<file path="config.mk">
export PLATFORM = sky130hd
export DESIGN_NAME = lsdh_key_table
export DESIGN_NICKNAME = d
export VERILOG_FILES = /design/src/rtl/core/lsdh_key_table.sv
export SDC_FILE = /design/constraint.sdc
export NUM_CORES = 1
export LEC_CHECK = 0
export BUFFER_PORTS_ARGS = -buffer_cell sky130_fd_sc_hd__buf_4
export CORE_ASPECT_RATIO = 0.9
export CORE_MARGIN = 3
export CORE_UTILIZATION = 62
export DETAILED_ROUTE_END_ITERATION = 8
export PLACE_DENSITY = 0.8
export SLEW_MARGIN = 40
export SYNTH_ARGS = -nofsm -noshare
export SYNTH_HDL_FRONTEND = slang
export SYNTH_SLANG_ARGS = --single-unit
export TNS_END_PERCENT = 10
</file>
<file path="constraint.sdc">
create_clock -name i_clk -period 10.6 [get_ports i_clk]
set_input_delay 3.18 -clock i_clk [delete_from_list [all_inputs] [get_ports i_clk]]
set_output_delay 3.18 -clock i_clk [all_outputs]
set_load 0.02 [all_outputs]
</file>
<file path="src/rtl/core/lsdh_key_table.sv">
// raw key store with one shared equality compare
module lsdh_key_table #(
    parameter int KEYS = 16,
    parameter int KW   = 4
) (
    input  logic          i_clk,
    input  logic          i_we,
    input  logic [KW-1:0] i_widx,
    input  logic [KW-1:0] i_ridx,
    input  logic [63:0]   i_key,
    output logic          o_match
);

    logic [63:0] r_keys [KEYS];

    always_ff @(posedge i_clk) begin
        if (i_we) begin
            r_keys[i_widx] <= i_key;
        end
    end

    assign o_match = (r_keys[i_ridx] == i_key);

endmodule

</file>
==> flow_summary.toml, run 1 <==
[status]
run_status = "complete, no violations"

[timing]
tightest_slew_ps = 855
slew_headroom_pct = 43.0
layout_min_cycle_time_ps = 10420
final-setup-viol-count = 0
rsz0062_at_grt = "false"
min_period_over_period_pct = 98.3
slew_violations = 0
finalHoldViolations = 0
max_clock_freq_mhz = 95.9
finalSetupTns_ps = 0

[critical_path]
worstPathRequired_ps = 7420
start_kind = "input pin"
crit_type = "input pin to primary output"
cp.arrival_ps = 7240
endpoint_kind = "primary output"
crit_path_max_fanout = 49

[cts]
cts.clk_slew.worst_paths_ps = 60
cts_sinks = 1024
clockRootBuffer = "clkbuf_16"
hold_buffers = 0
post_cts_buffers = 0
clockBufferDepth = 3
post_cts_resized = 0
h-tree-depth = 3
cts_tree = "done"
numCtsBuffers = 97

[synth]
ys_seq_elements = 1024
synthArstFlopShare_pct = 0
synth_area_per_cell_sq_um = 21.7
syn_area_sq_um = 40500
ys_top_cells_by_area = "edfxtp_1, mux4_2, mux2i_1"
synth-seq-area-share_pct = 76.0
synth-main-ff-cell = "edfxtp_1"
yosys_warnings = 0
yosysTopAreaCell = "edfxtp_1"
yosysUniqueCellTypes = 66
synth_top_area_share_pct = 76.0
synth_edf_count = 1024
syn_inst = 1867
synth_nets = 1941

[route]
wl_per_cell_um = 31.6
dr.pass1.iters = 6
via_count = 20100
wl_um = 93900
drt_iter0_drc = 2643
viasPerCell = 6.79
drc = 0
ant_nets = 0

[final_layout]
post-route-util_pct = 70.5
fin_nets = 2111
largest_reg_flops = 1024
final_cells = 2969
largestRegisters = "r_keys x1024"
top_register = "r_keys"
area_delta_synth_final_pct = 12.1
layout-drive-gt1-share_pct = 25.0

[power]
finalPower_uw = 8530
power_density_nw_per_um2 = 188
p_leak_uw = 0.0148
vdd_ir_drop_max_v = 0.000203

[placement]
place.gp.congestion = 0.812
io_buffer_count = 74
dpl.hpwl_um = 51400
dp_cells = 2791

[global_route]
grt_usage_pct = 28.1
grt_antenna_before_repair = 4
grt_max_degree = 71
grt_pass1_vias = 20800
grt_pass1_wl_um = 137000
overflow = 0

[floorplanning]
io_pins = 75
row_count = 88
die_y_um = 248
dieArea_sq_um = 68400
initial_core_util_pct = 62.8
core_sq_um = 64400
die_x_um = 275

[hold_path]
hold_path_end = "r_keys[8][3]$_DFFE_PP_"
hold_class = "input pin to register"
hold_depth = 1
worstHoldStart = "i_key[3]"

[run]
cap_violations = 0
## final cells by class
cell class                 count  area [sq um]
timing repair buffer         152          1290
inverter                       4          15.0
clock inverter                63           642
tap                          855          1070
fill                        3664         19000
clock buffer                 112          2500
multi-input combinational    758          9120
sequential                  1024         30700
antenna                        1          2.50
## cells in the final DEF, fill, tap and decap left out, types with 18 or more instances in the layout
cell type,n
a22oi_1,25
buf_4,136
clkbuf_16,98
clkinv_1,23
clkinv_2,18
edfxtp_1,1024
mux2_2,33
mux2i_1,133
mux4_1,25
mux4_2,171
nand2_1,31
nor3_1,18
o22ai_1,28
xnor2_1,61
xor2_1,52
## Yosys cell counts, types with 4 or more instances
cell,n
edfxtp_1,1024
mux4_2,171
mux2i_1,133
xnor2_1,61
xor2_1,52
mux2_2,33
nand2_1,31
o22ai_1,28
a22oi_1,25
mux4_1,25
nor2_1,25
nor3_1,22
buf_2,21
buf_4,18
nand4_1,17
buf_6,16
a22o_1,15
a221oi_1,14
o21ai_0,13
a21oi_1,11
clkbuf_1,8
nor4_1,8
nand3_1,7
nor2b_1,7
clkbuf_8,6
buf_12,5
buf_8,4
inv_1,4
nand2b_1,4
## through the flow
step | cell area (sq um) | setup slack, ps | hold slack (ps)
floorplan | 40500 | 1840 | 3280
global placement | 42200 | 346 | 3480
detailed placement | 42200 | 304 | 3500
CTS | 45300 | 234 | 2790
global route | 45400 | 170 | 2820
finish | 45400 | 178 | 2830
## logic make-up (layout without fill, tap and decap cells)
group	after synthesis	after routing	synth area share, %
buf+inv	85	331	1.78
compound gates	134	134	2.44
other cells	0	1	0
xor+xnor	113	113	2.45
flops	1024	1024	76.0
mux	362	362	15.3
simple gates	149	149	2.02
## where the power goes
group	total (uW)	leakage, uW	switching, uW	internal (uW)
Clock	3460	0.00154	1470	1990
Sequential	4560	0.00925	20.1	4540
Combinational	519	0.00396	315	205
Total	8530	0.0148	1800	6730
## per-layer routing
metal  vias up  global-route usage [%]  part of all wire, %
met1     10500                    39.3                   37
met4         4                    11.3                  3.8
met2      1243                    44.0                   49
met5         -                       0                0.028
met3       216                    6.54                   10
li1       8176                       -                    -
## critical path, stage by stage
cell,delay [ps]
buf_8,240
buf_16,330
mux4_1,630
xor2_1,170
nor4_1,680
o32ai_1,200
a221oi_1,450
and4_1,280
nand4_1,290
nor3_2,460
buf_4,220
## worst max-delay path by stage
stage | from | end | slack, ps
6_report | i_ridx[0] | o_match | 180
5_1_grt | i_ridx[0] | o_match | 170
4_1_cts | i_ridx[0] | o_match | 230
3_5_place_dp | i_ridx[0] | o_match | 300
3_3_place_gp | i_ridx[0] | o_match | 350
2_1_floorplan | i_ridx[2] | o_match | 1840
No activity file was read; power rests on OpenSTA's default activity.
==> inputs of run 2 (changes only) <==
--- a/config.mk
+++ b/config.mk
@@ -7,9 +7,10 @@
 export LEC_CHECK = 0
 export BUFFER_PORTS_ARGS = -buffer_cell sky130_fd_sc_hd__buf_4
 export CORE_ASPECT_RATIO = 0.9
-export CORE_MARGIN = 3
+export CORE_MARGIN = 5
 export CORE_UTILIZATION = 62
 export DETAILED_ROUTE_END_ITERATION = 8
+export GPL_TIMING_DRIVEN = 0
 export PLACE_DENSITY = 0.8
 export SLEW_MARGIN = 40
 export SYNTH_ARGS = -nofsm -noshare
==> flow_summary.toml, run 2 (same netlist as run 1, synthesis figures left out) <==
[status]
run_status = "complete, but fails checks"
violations = "setup timing"

[power]
p_int_uw = 6590
clockPowerShare_pct = 38.9
switchingPower_uw = 1820
pwr-share-comb_pct = 6.9
vdd_ir_drop_max_v = 0.000221
power_density_nw_per_um2 = 180
p_leak_uw = 0.0154
p_seq_share_pct = 54.2
swShare_pct = 21.7

[final_layout]
fin_nets = 2223
layout_commonest_cell = "edfxtp_1"
top_register = "r_keys"
multi_input_area_sq_um = 9130
fillers = 3524
ff_latch_area_sq_um = 30700
largestRegisters = "r_keys x1024"
area_delta_synth_final_pct = 15.5
final_area_sq_um = 46700
layout-drive-gt1-share_pct = 28.4
largest_reg_flops = 1024
layout_common_cells = "edfxtp_1, mux4_2, mux2i_1"

[global_route]
grt_pass1_wl_um = 151000
grt_pass1_vias = 21600
grt_usage_pct = 30.3
grt_max_degree = 21
grt_antenna_before_repair = 3
overflow = 0

[route]
via_count = 21300
ant_nets = 0
drt_iter0_drc = 3172
drc = 0
dr.pass1.iters = 6
wl_per_cell_um = 34.7
viasPerCell = 6.92
wl_um = 107000

[critical_path]
start_kind = "input pin"
endpoint_kind = "primary output"
crit_type = "input pin to primary output"
crit_path_max_fanout = 19
cp.arrival_ps = 7440
worstPathRequired_ps = 7420

[cts]
post_cts_resized = 1
cts_sinks = 1024
cts.clk_slew.worst_paths_ps = 60
cts_tree = "done"
h-tree-depth = 3
post_cts_buffers = 0
clockRootBuffer = "clkbuf_16"
numCtsBuffers = 95
clockBufferDepth = 3
hold_buffers = 0

[timing]
layout_min_cycle_time_ps = 10620
min_period_over_period_pct = 100
slew_violations = 0
timing.final.ws_setup_ps = -21.4
finalHoldViolations = 0
slew_headroom_pct = 39.2
rsz0062_at_grt = "false"
final-setup-viol-count = 1
tightest_slew_ps = 913
max_clock_freq_mhz = 94.1

[placement]
dp_slack_ps = -8.68
dpl.hpwl_um = 70000
io_buffer_count = 71
post_dp_cell_area_sq_um = 43800
place.gp.congestion = 0.867

[floorplanning]
die_y_um = 252
initial_core_util_pct = 62.8
row_count = 88
dieArea_sq_um = 70500
io_pins = 75
die_x_um = 279
core_sq_um = 64400

[run]
cap_violations = 0

[hold_path]
hold_class = "input pin to register"
## run 2: cell count changes in the layout (fill, tap and decap cells not counted), sizes merged
cell	change
clkinvlp	-1
inv	-3
buf	+100
clkinv	+2
bufinv	-5
clkbuf	+15
## run 2: metrics by stage
| stage | hold slack, ps | util (%) | instances | setup TNS (ps) | total power, uW |
|---|---|---|---|---|---|
| 2_1_floorplan | 3280 | - | 1867 | 0 | 4950 |
| 3_3_place_gp | 3480 | 65.3 | 2793 | -794850 | 5170 |
| 3_5_place_dp | 3500 | 68.0 | 2908 | -8.68 | 5210 |
| 4_1_cts | 2800 | 72.5 | 3076 | 0 | 8420 |
| 5_1_grt | 2820 | 72.6 | 3076 | 0 | 8630 |
| 6_report | 2850 | 72.6 | 3077 | -21.4 | 8410 |
## run 2: layer usage
metal	GRT usage [%]	up-vias	share of wire, %
met4	11.1	2	4.3
met2	47.2	1698	47
li1	-	8415	-
met5	0	-	0.0084
met3	9.57	271	13
met1	41.4	10900	36
## run 2: area by class of cell
type	count	share of cell area, %
Multi-Input combinational cell	758	19.5
Tap cell	855	2.29
Buffer	80	1.52
Inverter	4	0.0321
Clock inverter	56	0.972
Sequential cell	1024	65.8
Timing Repair Buffer	186	4.59
Antenna cell	1	0.00535
Clock buffer	113	5.28
## run 2: worst paths after layout
| kind | from | endpoint | slack [ps] | cells past startpoint |
|---|---|---|---|---|
| min | i_key[9] | r_keys[10][9]$_DFFE_PP_ | 2850 | 1 |
| max | i_ridx[2] | o_match | -20 | 12 |
## run 2: critical path, cell delays in order
cell	delay [ps]
buf_4	140
buf_2	560
buf_2	490
mux4_2	380
xor2_1	160
nor4_2	550
o32ai_1	180
a221oi_1	460
and4_1	340
nand4_1	290
nor3_2	470
buf_4	220
## run 2: power by group through the flow
stage                     combinational [uW]  clock [uW]  sequential (uW)
after floorplan                          306           0             4640
after global placement                   524           0             4650
after detailed placement                 566           0             4640
after CTS                                573        3290             4560
after global routing                     604        3460             4560
final                                    582        3270             4560
